File: config.mk
export PLATFORM = sky130hd
export DESIGN_NAME = bus_address_decoder_with_irq_regs_top
export DESIGN_NICKNAME = d
export VERILOG_FILES = /design/src/sv/badec_pkg.sv /design/src/sv/badec_decode.sv /design/src/sv/badec_irq_regs.sv /design/src/sv/bus_address_decoder_with_irq_regs_top.sv
export SDC_FILE = /design/constraint.sdc
export NUM_CORES = 1
export LEC_CHECK = 0
export BUFFER_PORTS_ARGS = -buffer_cell sky130_fd_sc_hd__buf_2
export CORE_MARGIN = 2
export CORE_UTILIZATION = 35
export CTS_BUF_LIST = sky130_fd_sc_hd__clkbuf_8
export DETAILED_ROUTE_END_ITERATION = 10
export PLACE_DENSITY = 0.68
export SYNTH_ARGS = -nofsm -noshare
export SYNTH_HDL_FRONTEND = slang
export SYNTH_SLANG_ARGS = --single-unit
File: constraint.sdc
create_clock -name aclk -period 3.19 [get_ports aclk]
set_input_delay 0.638 -clock aclk [delete_from_list [all_inputs] [get_ports aclk]]
set_output_delay 0.638 -clock aclk [all_outputs]
set_load 0.02 [all_outputs]
File: src/sv/badec_pkg.sv
// ----------------------------------------------------------------------------
// badec_pkg
// shared types, codes and region map of the bus address decoder
// ----------------------------------------------------------------------------
package badec_pkg;

    localparam int unsigned IRQ_W    = 11;
    localparam int unsigned OFF_W    = 21;
    localparam int unsigned ADDR_W   = 32;
    localparam int unsigned DATA_W   = 32;
    localparam int unsigned LINE_W   = 4;
    localparam int unsigned S_DATA_W = 72;
    localparam int unsigned M_DATA_W = 72;

    localparam logic [LINE_W-1:0] IRQ_LINE_MAX = 4'd10;

    typedef enum logic [1:0] {
        CMD_READ  = 2'd0,
        CMD_WRITE = 2'd1,
        CMD_IRQ   = 2'd2,
        CMD_RSVD  = 2'd3
    } cmd_t;

    typedef enum logic [1:0] {
        SZ_BYTE = 2'd0,
        SZ_HALF = 2'd1,
        SZ_WORD = 2'd2,
        SZ_RSVD = 2'd3
    } size_t;

    typedef enum logic [2:0] {
        TGT_LOCAL = 3'd0,
        TGT_RAM   = 3'd1,
        TGT_BIOS  = 3'd2,
        TGT_TIMER = 3'd3,
        TGT_DMA   = 3'd4,
        TGT_GP0   = 3'd5,
        TGT_GP1   = 3'd6
    } target_t;

    typedef enum logic [2:0] {
        ST_FWD    = 3'd0,
        ST_LOCAL  = 3'd1,
        ST_IGN    = 3'd2,
        ST_MIS    = 3'd3,
        ST_UNH    = 3'd4,
        ST_BADIRQ = 3'd5
    } status_t;

    localparam logic [31:0] RAM_END       = 32'h001f_ffff;
    localparam logic [31:0] EXP1_LO       = 32'h1f00_0000;
    localparam logic [31:0] EXP1_HI       = 32'h1f7f_ffff;
    localparam logic [31:0] MEMC_LO       = 32'h1f80_1000;
    localparam logic [31:0] MEMC_HI       = 32'h1f80_107f;
    localparam logic [31:0] IRQ_STAT_ADDR = 32'h1f80_1070;
    localparam logic [31:0] INT_MASK_ADDR = 32'h1f80_1074;
    localparam logic [31:0] DMA_LO        = 32'h1f80_1080;
    localparam logic [31:0] DMA_HI        = 32'h1f80_10ff;
    localparam logic [31:0] TMR_LO        = 32'h1f80_1100;
    localparam logic [31:0] TMR_HI        = 32'h1f80_112f;
    localparam logic [31:0] CD_LO         = 32'h1f80_1800;
    localparam logic [31:0] CD_HI         = 32'h1f80_1803;
    localparam logic [31:0] GPU_LO        = 32'h1f80_1810;
    localparam logic [31:0] GPU_HI        = 32'h1f80_1817;
    localparam logic [31:0] GPU_P1        = 32'h1f80_1814;
    localparam logic [31:0] SPU_LO        = 32'h1f80_1c00;
    localparam logic [31:0] SPU_HI        = 32'h1f80_1e7f;
    localparam logic [31:0] EXP2_LO       = 32'h1f80_2000;
    localparam logic [31:0] EXP2_HI       = 32'h1f80_2041;
    localparam logic [31:0] BIOS_LO       = 32'h1fc0_0000;
    localparam logic [31:0] BIOS_HI       = 32'h1fc7_ffff;
    localparam logic [31:0] CACHE_CTRL    = 32'hfffe_0130;

    localparam logic [31:0] KSEG0_MASK    = 32'h7fff_ffff;
    localparam logic [31:0] KSEG1_MASK    = 32'h1fff_ffff;
    localparam logic [31:0] BAD_WORD      = 32'hbadb_ad32;
    localparam logic [31:0] BAD_HALF      = 32'h0000_badb;
    localparam logic [31:0] EXP1_WORD     = 32'hffff_ffff;
    localparam logic [31:0] EXP1_HALF     = 32'h0000_ffff;
    localparam logic [31:0] EXP1_BYTE     = 32'h0000_00ff;

    // outcome of one access, as it goes to the result channel
    typedef struct packed {
        target_t            target;
        logic [OFF_W-1:0]   offset;
        logic [DATA_W-1:0]  rdata;
        status_t            status;
    } dec_t;

    // register side effects of one item
    typedef struct packed {
        logic               irq_set;
        logic [LINE_W-1:0]  line;
        logic               stat_ack;
        logic               mask_wr;
        logic [IRQ_W-1:0]   wval;
    } irq_op_t;

    function automatic logic in_rng(input logic [31:0] p, input logic [31:0] lo,
                                    input logic [31:0] hi);
        return (p >= lo) && (p <= hi);
    endfunction

    function automatic dec_t fwd(input target_t t, input logic [31:0] off);
        dec_t d;
        d.target = t;
        d.offset = off[OFF_W-1:0];
        d.rdata  = '0;
        d.status = ST_FWD;
        return d;
    endfunction

    function automatic dec_t loc(input status_t st, input logic [31:0] data);
        dec_t d;
        d.target = TGT_LOCAL;
        d.offset = '0;
        d.rdata  = data;
        d.status = st;
        return d;
    endfunction

endpackage

File: src/sv/badec_decode.sv
// ----------------------------------------------------------------------------
// badec_decode
// segment mapping, alignment check, interrupt request check and size-specific region decode
// ----------------------------------------------------------------------------
module badec_decode (
    input  badec_pkg::cmd_t                     cmd,
    input  badec_pkg::size_t                    size,
    input  logic [badec_pkg::ADDR_W-1:0]        addr,
    input  logic [badec_pkg::DATA_W-1:0]        wdata,
    input  logic [badec_pkg::LINE_W-1:0]        req_line,
    input  logic [badec_pkg::IRQ_W-1:0]         pending,
    input  logic [badec_pkg::IRQ_W-1:0]         mask,
    output badec_pkg::dec_t                     dec,
    output badec_pkg::irq_op_t                  op
);
    import badec_pkg::*;

    logic [31:0] p;
    logic [31:0] pend_w;
    logic [31:0] mask_w;
    logic        mis;
    logic        exp_any;

    // kseg0 keeps 31 bits, kseg1 keeps 29, the rest pass
    always_comb begin
        case (addr[31:29])
            3'd4:    p = addr & KSEG0_MASK;
            3'd5:    p = addr & KSEG1_MASK;
            default: p = addr;
        endcase
    end

    assign pend_w  = {{(32-IRQ_W){1'b0}}, pending};
    assign mask_w  = {{(32-IRQ_W){1'b0}}, mask};
    assign mis     = ((size == SZ_WORD) && (addr[1:0] != 2'b00))
                  || ((size == SZ_HALF) && addr[0]);
    assign exp_any = in_rng(p, EXP1_LO, EXP1_HI) || in_rng(p, EXP2_LO, EXP2_HI);

    always_comb begin
        dec         = loc(ST_UNH, '0);
        op.irq_set  = 1'b0;
        op.line     = req_line;
        op.stat_ack = 1'b0;
        op.mask_wr  = 1'b0;
        op.wval     = wdata[IRQ_W-1:0];

        case (cmd)
            CMD_IRQ: begin
                if (req_line <= IRQ_LINE_MAX) begin
                    op.irq_set = 1'b1;
                    dec        = loc(ST_LOCAL, '0);
                end else begin
                    dec = loc(ST_BADIRQ, '0);
                end
            end
            CMD_READ: begin
                if (size == SZ_RSVD) begin
                    dec = loc(ST_UNH, '0);
                end else if (mis) begin
                    dec = loc(ST_MIS, (size == SZ_WORD) ? BAD_WORD : BAD_HALF);
                end else if (size == SZ_WORD) begin
                    if (in_rng(p, TMR_LO, TMR_HI))       dec = fwd(TGT_TIMER, p - TMR_LO);
                    else if (p == IRQ_STAT_ADDR)         dec = loc(ST_LOCAL, pend_w);
                    else if (p == INT_MASK_ADDR)         dec = loc(ST_LOCAL, mask_w);
                    else if (p == GPU_LO)                dec = fwd(TGT_GP0, '0);
                    else if (p == GPU_P1)                dec = fwd(TGT_GP1, '0);
                    else if (in_rng(p, DMA_LO, DMA_HI))  dec = fwd(TGT_DMA, p - DMA_LO);
                    else if (in_rng(p, BIOS_LO, BIOS_HI)) dec = fwd(TGT_BIOS, p - BIOS_LO);
                    else if (p <= RAM_END)               dec = fwd(TGT_RAM, p);
                    else if (in_rng(p, SPU_LO, SPU_HI))  dec = loc(ST_IGN, '0);
                    else if (in_rng(p, EXP1_LO, EXP1_HI)) dec = loc(ST_LOCAL, EXP1_WORD);
                    else                                 dec = loc(ST_UNH, '0);
                end else if (size == SZ_HALF) begin
                    if (in_rng(p, TMR_LO, TMR_HI))       dec = fwd(TGT_TIMER, p - TMR_LO);
                    else if (p == IRQ_STAT_ADDR)         dec = loc(ST_LOCAL, pend_w);
                    else if (p == INT_MASK_ADDR)         dec = loc(ST_LOCAL, mask_w);
                    else if (in_rng(p, SPU_LO, SPU_HI))  dec = loc(ST_IGN, '0);
                    else if (p <= RAM_END)               dec = fwd(TGT_RAM, p);
                    else if (in_rng(p, EXP1_LO, EXP1_HI)) dec = loc(ST_LOCAL, EXP1_HALF);
                    else                                 dec = loc(ST_UNH, '0);
                end else begin
                    if (in_rng(p, TMR_LO, TMR_HI))       dec = loc(ST_UNH, '0);
                    else if (in_rng(p, CD_LO, CD_HI))    dec = loc(ST_IGN, '0);
                    else if (in_rng(p, EXP1_LO, EXP1_HI)) dec = loc(ST_LOCAL, EXP1_BYTE);
                    else if (in_rng(p, BIOS_LO, BIOS_HI)) dec = fwd(TGT_BIOS, p - BIOS_LO);
                    else if (p <= RAM_END)               dec = fwd(TGT_RAM, p);
                    else                                 dec = loc(ST_UNH, '0);
                end
            end
            CMD_WRITE: begin
                if (size == SZ_RSVD) begin
                    dec = loc(ST_UNH, '0);
                end else if (mis) begin
                    dec = loc(ST_MIS, '0);
                end else if (size inside {SZ_WORD, SZ_HALF}) begin
                    if (in_rng(p, TMR_LO, TMR_HI)) begin
                        dec = fwd(TGT_TIMER, p - TMR_LO);
                    end else if (p == IRQ_STAT_ADDR) begin
                        op.stat_ack = 1'b1;
                        dec         = loc(ST_LOCAL, '0);
                    end else if (p == INT_MASK_ADDR) begin
                        op.mask_wr = 1'b1;
                        dec        = loc(ST_LOCAL, '0);
                    end else if (size == SZ_WORD) begin
                        if (p == CACHE_CTRL)                  dec = loc(ST_IGN, '0);
                        else if (p == GPU_LO)                 dec = fwd(TGT_GP0, '0);
                        else if (p == GPU_P1)                 dec = fwd(TGT_GP1, '0);
                        else if (in_rng(p, DMA_LO, DMA_HI))   dec = fwd(TGT_DMA, p - DMA_LO);
                        else if (in_rng(p, MEMC_LO, MEMC_HI)) dec = loc(ST_IGN, '0);
                        else if (in_rng(p, SPU_LO, SPU_HI))   dec = loc(ST_IGN, '0);
                        else if (p <= RAM_END)                dec = fwd(TGT_RAM, p);
                        else if (in_rng(p, BIOS_LO, BIOS_HI)) dec = loc(ST_IGN, '0);
                        else if (exp_any)                     dec = loc(ST_IGN, '0);
                        else                                  dec = loc(ST_UNH, '0);
                    end else begin
                        if (in_rng(p, SPU_LO, SPU_HI))        dec = loc(ST_IGN, '0);
                        else if (p <= RAM_END)                dec = fwd(TGT_RAM, p);
                        else if (in_rng(p, MEMC_LO, MEMC_HI)) dec = loc(ST_IGN, '0);
                        else if (in_rng(p, BIOS_LO, BIOS_HI)) dec = loc(ST_IGN, '0);
                        else if (in_rng(p, GPU_LO, GPU_HI))   dec = loc(ST_UNH, '0);
                        else if (in_rng(p, DMA_LO, DMA_HI))   dec = loc(ST_UNH, '0);
                        else if (exp_any)                     dec = loc(ST_IGN, '0);
                        else                                  dec = loc(ST_UNH, '0);
                    end
                end else begin
                    if (in_rng(p, TMR_LO, TMR_HI))        dec = loc(ST_UNH, '0);
                    else if (in_rng(p, CD_LO, CD_HI))     dec = loc(ST_IGN, '0);
                    else if (in_rng(p, EXP2_LO, EXP2_HI)) dec = loc(ST_IGN, '0);
                    else if (in_rng(p, SPU_LO, SPU_HI))   dec = loc(ST_IGN, '0);
                    else if (p <= RAM_END)                dec = fwd(TGT_RAM, p);
                    else if (in_rng(p, MEMC_LO, MEMC_HI)) dec = loc(ST_IGN, '0);
                    else if (in_rng(p, BIOS_LO, BIOS_HI)) dec = loc(ST_IGN, '0);
                    else if (in_rng(p, EXP1_LO, EXP1_HI)) dec = loc(ST_IGN, '0);
                    else                                  dec = loc(ST_UNH, '0);
                end
            end
            default: begin
                dec = loc(ST_UNH, '0);
            end
        endcase
    end

endmodule

File: src/sv/badec_irq_regs.sv
// ----------------------------------------------------------------------------
// badec_irq_regs
// interrupt status and mask registers
// ----------------------------------------------------------------------------
module badec_irq_regs (
    input  logic                            aclk,
    input  logic                            aresetn,
    input  logic                            upd,
    input  badec_pkg::irq_op_t              op,
    output logic [badec_pkg::IRQ_W-1:0]     pending,
    output logic [badec_pkg::IRQ_W-1:0]     mask,
    output logic [badec_pkg::IRQ_W-1:0]     pending_after
);
    import badec_pkg::*;

    logic [IRQ_W-1:0] pending_reg;
    logic [IRQ_W-1:0] pending_next;
    logic [IRQ_W-1:0] mask_reg;
    logic [IRQ_W-1:0] mask_next;
    logic [IRQ_W-1:0] set_bits;

    assign set_bits = op.irq_set ? (IRQ_W'(1) << op.line) : '0;

    // status write acknowledges, irq request sets
    assign pending_after = (pending_reg | set_bits) & ~(op.stat_ack ? op.wval : '0);
    assign pending_next  = upd ? pending_after : pending_reg;
    assign mask_next     = (upd && op.mask_wr) ? op.wval : mask_reg;

    always_ff @(posedge aclk) begin
        if (!aresetn) begin
            pending_reg <= '0;
            mask_reg    <= '0;
        end else begin
            pending_reg <= pending_next;
            mask_reg    <= mask_next;
        end
    end

    assign pending = pending_reg;
    assign mask    = mask_reg;

endmodule

File: src/sv/bus_address_decoder_with_irq_regs_top.sv
// ----------------------------------------------------------------------------
// bus_address_decoder_with_irq_regs_top
// cpu bus address decoder with interrupt status and mask registers
// ----------------------------------------------------------------------------
// usage:
//   s_ channel carries one cpu read, cpu write or interrupt request per word,
//   the command in s_tuser and the access fields in s_tdata.
//   m_ channel returns one result word per input word, in order: target,
//   offset, local read data and the interrupt status after the item in
//   m_tdata, the outcome code in m_tuser.
//   the input register feeds the address decode, whose outcome is captured
//   in the result register; m_tvalid is driven from the result register.
//   throughput is one word per cycle while m_tready is high; the interrupt
//   registers are updated when an item moves from the input register to
//   the result register.
//   when m_tready is low the result holds, the input register still takes
//   one word, and s_tready drops only once both registers are full.
//   reset clears both valid flags and the interrupt status and mask.
// ----------------------------------------------------------------------------
module bus_address_decoder_with_irq_regs_top (
    input  logic                                aclk,
    input  logic                                aresetn,
    input  logic                                s_tvalid,
    output logic                                s_tready,
    // access_size[1:0], address[33:2], write_data[65:34], req_line[69:66]
    input  logic [badec_pkg::S_DATA_W-1:0]      s_tdata,
    // command[1:0]
    input  logic [1:0]                          s_tuser,
    output logic                                m_tvalid,
    input  logic                                m_tready,
    // target[2:0], offset[23:3], read_data[55:24], irq_flags[66:56]
    output logic [badec_pkg::M_DATA_W-1:0]      m_tdata,
    // status[2:0]
    output logic [2:0]                          m_tuser
);
    import badec_pkg::*;

    logic              in_vld_reg;
    logic              in_vld_next;
    cmd_t              in_cmd_reg;
    size_t             in_size_reg;
    logic [ADDR_W-1:0] in_addr_reg;
    logic [DATA_W-1:0] in_wdata_reg;
    logic [LINE_W-1:0] in_line_reg;

    logic              out_vld_reg;
    logic              out_vld_next;
    dec_t              out_dec_reg;
    logic [IRQ_W-1:0]  out_flags_reg;

    logic              s_fire;
    logic              adv;
    dec_t              dec;
    irq_op_t           op;
    logic [IRQ_W-1:0]  pending;
    logic [IRQ_W-1:0]  mask;
    logic [IRQ_W-1:0]  pending_after;

    assign adv          = in_vld_reg && (!out_vld_reg || m_tready);
    assign s_tready     = !in_vld_reg || adv;
    assign s_fire       = s_tvalid && s_tready;
    assign in_vld_next  = s_fire || (in_vld_reg && !adv);
    assign out_vld_next = adv || (out_vld_reg && !m_tready);

    always_ff @(posedge aclk) begin
        if (!aresetn) begin
            in_vld_reg  <= 1'b0;
            out_vld_reg <= 1'b0;
        end else begin
            in_vld_reg  <= in_vld_next;
            out_vld_reg <= out_vld_next;
        end
    end

    always_ff @(posedge aclk) begin
        if (s_fire) begin
            in_cmd_reg   <= cmd_t'(s_tuser);
            in_size_reg  <= size_t'(s_tdata[1:0]);
            in_addr_reg  <= s_tdata[33:2];
            in_wdata_reg <= s_tdata[65:34];
            in_line_reg  <= s_tdata[69:66];
        end
        if (adv) begin
            out_dec_reg   <= dec;
            out_flags_reg <= pending_after;
        end
    end

    badec_decode u_decode (
        .cmd      (in_cmd_reg),
        .size     (in_size_reg),
        .addr     (in_addr_reg),
        .wdata    (in_wdata_reg),
        .req_line (in_line_reg),
        .pending  (pending),
        .mask     (mask),
        .dec      (dec),
        .op       (op)
    );

    badec_irq_regs u_irq_regs (
        .aclk          (aclk),
        .aresetn       (aresetn),
        .upd           (adv),
        .op            (op),
        .pending       (pending),
        .mask          (mask),
        .pending_after (pending_after)
    );

    assign m_tvalid = out_vld_reg;
    assign m_tdata  = {5'b0, out_flags_reg, out_dec_reg.rdata, out_dec_reg.offset,
                       out_dec_reg.target};
    assign m_tuser  = out_dec_reg.status;

endmodule

==> impl_metrics.yaml <==
clock_network:
  cts_htree_levels: 4
  clkSlewWorstSetupHoldPaths_ns: 0.10
  cts_tree: "yes"
  cts-root-buf: "clkbuf_8"
  clk_latency_ns: 0.48
  clockBufferDepth: 2
  cts_sinks: 129
  cts_hold_buf: 0
  cts_buffers: 17
job:
  drv_cap: 0
synthesis:
  yosysWarnings: 0
  seq_area_frac_synth_pct: 50.2
  synth.ff_latch_count: 129
  synth_cell_types: 80
  synth_ff_type: "edfxtp_1"
  synth_edf_count: 105
  synthesis.area_um2: 7240
  synthArstFlopShare_pct: 0
  post-synth-top-count-cell: "edfxtp_1"
  yosysTopAreaCellShare_pct: 43.6
  yosys-top-cells-area: "edfxtp_1, dfxtp_1, a21oi_1, nand2_1, nor2_1"
  synth_cells: 751
  synth_top_area_cell: "edfxtp_1"
  avgSynthCellArea_um2: 9.64
  synth_commonest_cells: "edfxtp_1, a21oi_1, nand2_1, nor2_1, clkbuf_1"
floorplan:
  core-area_um2: 20200
  dieArea_um2: 21800
  initial_core_util_pct: 35.8
  num_rows: 52
  fp.dieH_um: 148
  die_x_um: 148
  ioPinCount: 155
global_route:
  antenna_found_initial: 0
  track_usage_pct: 20.7
  use_met1_pct: 29.8
  gr-total-overflow: 0
  met3_usage_pct: 3.43
  grt_pass1_wl_mm: 34.6
  grt_pass1_vias: 6172
  grt_max_degree: 52
  grt_use_met2_pct: 30.8
  gr-max-usage-layer: "met2"
drt:
  final_antenna_net_count: 0
  post_drt_wl_per_cell_um: 18.6
  drcViolationCount: 0
  dr.pass1.iters: 6
  drt-initial-drc-count: 805
  wirelength_mm: 22.5
  vias_per_cell: 5.48
  vias: 6613
final_layout:
  post-route-util_pct: 44.4
  nets: 1012
  seq_area_um2: 3630
  largest_register_ffs: 40
  num_antenna_cells: 0
  nFillCells: 1974
  drive_above_1_share_pct: 31.5
  multi_input_area_um2: 3260
  area_delta_synth_final_pct: 24.1
sta:
  tightest_slew_ns: 0.654
  period_minus_slack_ns: 3.13
  relSlewSlack_pct: 56.4
  skew_ns: 0.0184
  maxClockFrequency_mhz: 319
  drv_slew: 0
  timing.final.crit_share_pct: 98.3
  setup_viol: 0
  hold_violations: 0
  rsz0062_at_grt: "yes"
power_and_ir_drop:
  power-per-cell-area_nw_per_um2: 433
  p_leak_nw: 3.37
  p_total_mw: 3.89
  vdd_ir_drop_max_mv: 0.255
status:
  status: "finished clean"
setup_path:
  crit_required_ns: 3.46
  path_cells: "inv_2 -> ha_2 -> or3b_4 -> a21oi_2 -> a211oi_1 -> o21a_2 -> buf_6 -> or4_1 -> a21oi_1 -> o21ai_1 -> a2111oi_2"
  arrival_ns: 3.40
  critPathMaxFanout: 13
  critPathTopFamily: "compound AO/OA/AOI/OAI gates"
  critPathMaxStageDelay_ns: 0.53
  cp-end-kind: "flop"
  path_class: "reg2reg"
  cp_num_buf_inv: 2
  cpMaxStageDelayCell: "or4_1"
  cp-start-kind: "flop"
placement:
  hpwl_mm: 16.7
  port_buffers: 126
  gp_congestion: 0.973
worst_hold_path:
  min_path_type: "in2reg"
[final timing paths]
path                       from            endpoint  slack, ns  cells past startpoint
min                 s_tdata[30]     in_addr_reg[28]       0.32                      1
max reg2reg      in_addr_reg[9]         m_tdata[11]       0.06                     11
min reg2reg  u_irq_regs.mask[7]  u_irq_regs.mask[7]       0.47                      2
max              in_addr_reg[9]         m_tdata[11]       0.06                     11
[per-layer routing]
metal	up-vias	routed length (um)	share of wire, %
li1	3130	-	-
met1	3110	10400	46
met2	329	9900	44
met3	44	1680	7.4
met4	0	531	2.4
met5	-	0	0
[area by class of cell]
| class | count | share of cell area, % |
|---|---|---|
| Clock buffer | 17 | 2.60 |
| Multi-Input combinational cell | 547 | 36.3 |
| Timing Repair Buffer | 216 | 14.7 |
| Sequential cell | 129 | 40.4 |
| Clock inverter | 15 | 1.66 |
| Inverter | 12 | 0.501 |
| Tap cell | 270 | 3.76 |
[cells by family (layout without fill, tap and decap cells)]
group | after synthesis | count (layout) | synth area share [%]
DFF | 129 | 129 | 50.2
AOI/OAI and AO/OA | 229 | 229 | 20.7
and+or+nand+nor | 298 | 298 | 21.0
other | 1 | 5 | 0.0518
xor gates and xnor gates | 4 | 4 | 0.484
adders and majority gates | 11 | 11 | 1.90
buffers and inverters | 79 | 260 | 5.60
[layout by cell type, fill, tap and decap left out, drive strengths merged, types with 4 or more instances in the layout]
cell type,instances
ha,11
nand4,17
a21boi,13
a31o,12
o22ai,9
nor2,71
a211oi,10
nor3b,4
clkbuf,17
inv,22
buf,216
conb,5
o31ai,4
a31oi,7
edfxtp,105
or2,6
and2,4
o21ai,29
o21a,6
or4,4
nor4,11
nor3,28
a21oi,89
a21o,15
nand2,87
nand3,21
nor2b,16
o211ai,11
dfxtp,24
or3,8
[power by group]
part / total [mW] / switching [mW] / internal [mW]
Combinational: 0.526 / 0.333 / 0.194
Sequential: 1.95 / 0.0521 / 1.90
Clock: 1.41 / 0.770 / 0.640
[repair_timing]
action                     CTS  global route
setup endpoints to repair    0            36
setup buffers                0             2
gates resized for setup      0            14
[worst register-to-register path: stages, from the launching register on]
cell       delay (ns)
edfxtp_1         0.41
inv_2            0.11
ha_2             0.21
or3b_4           0.42
a21oi_2          0.17
a211oi_1         0.10
o21a_2           0.18
buf_6            0.18
or4_1            0.53
a21oi_1          0.15
o21ai_1          0.09
a2111oi_2        0.39
[stage by stage]
step                setup TNS, ns  hold slack [ns]  instances  cell area [um2]  worst slack (ns)
CTS                             0            0.303       1204             8920           0.00169
global route              -0.0980            0.312       1206             8980           -0.0980
finish                          0            0.321       1206             8980            0.0552
floorplan                       0            0.441        755             7250            0.0634
global placement                0            0.450       1172             8540            0.0592
detailed placement              0            0.460       1172             8540            0.0298
Note: power is estimated with default switching activity, not from simulation.
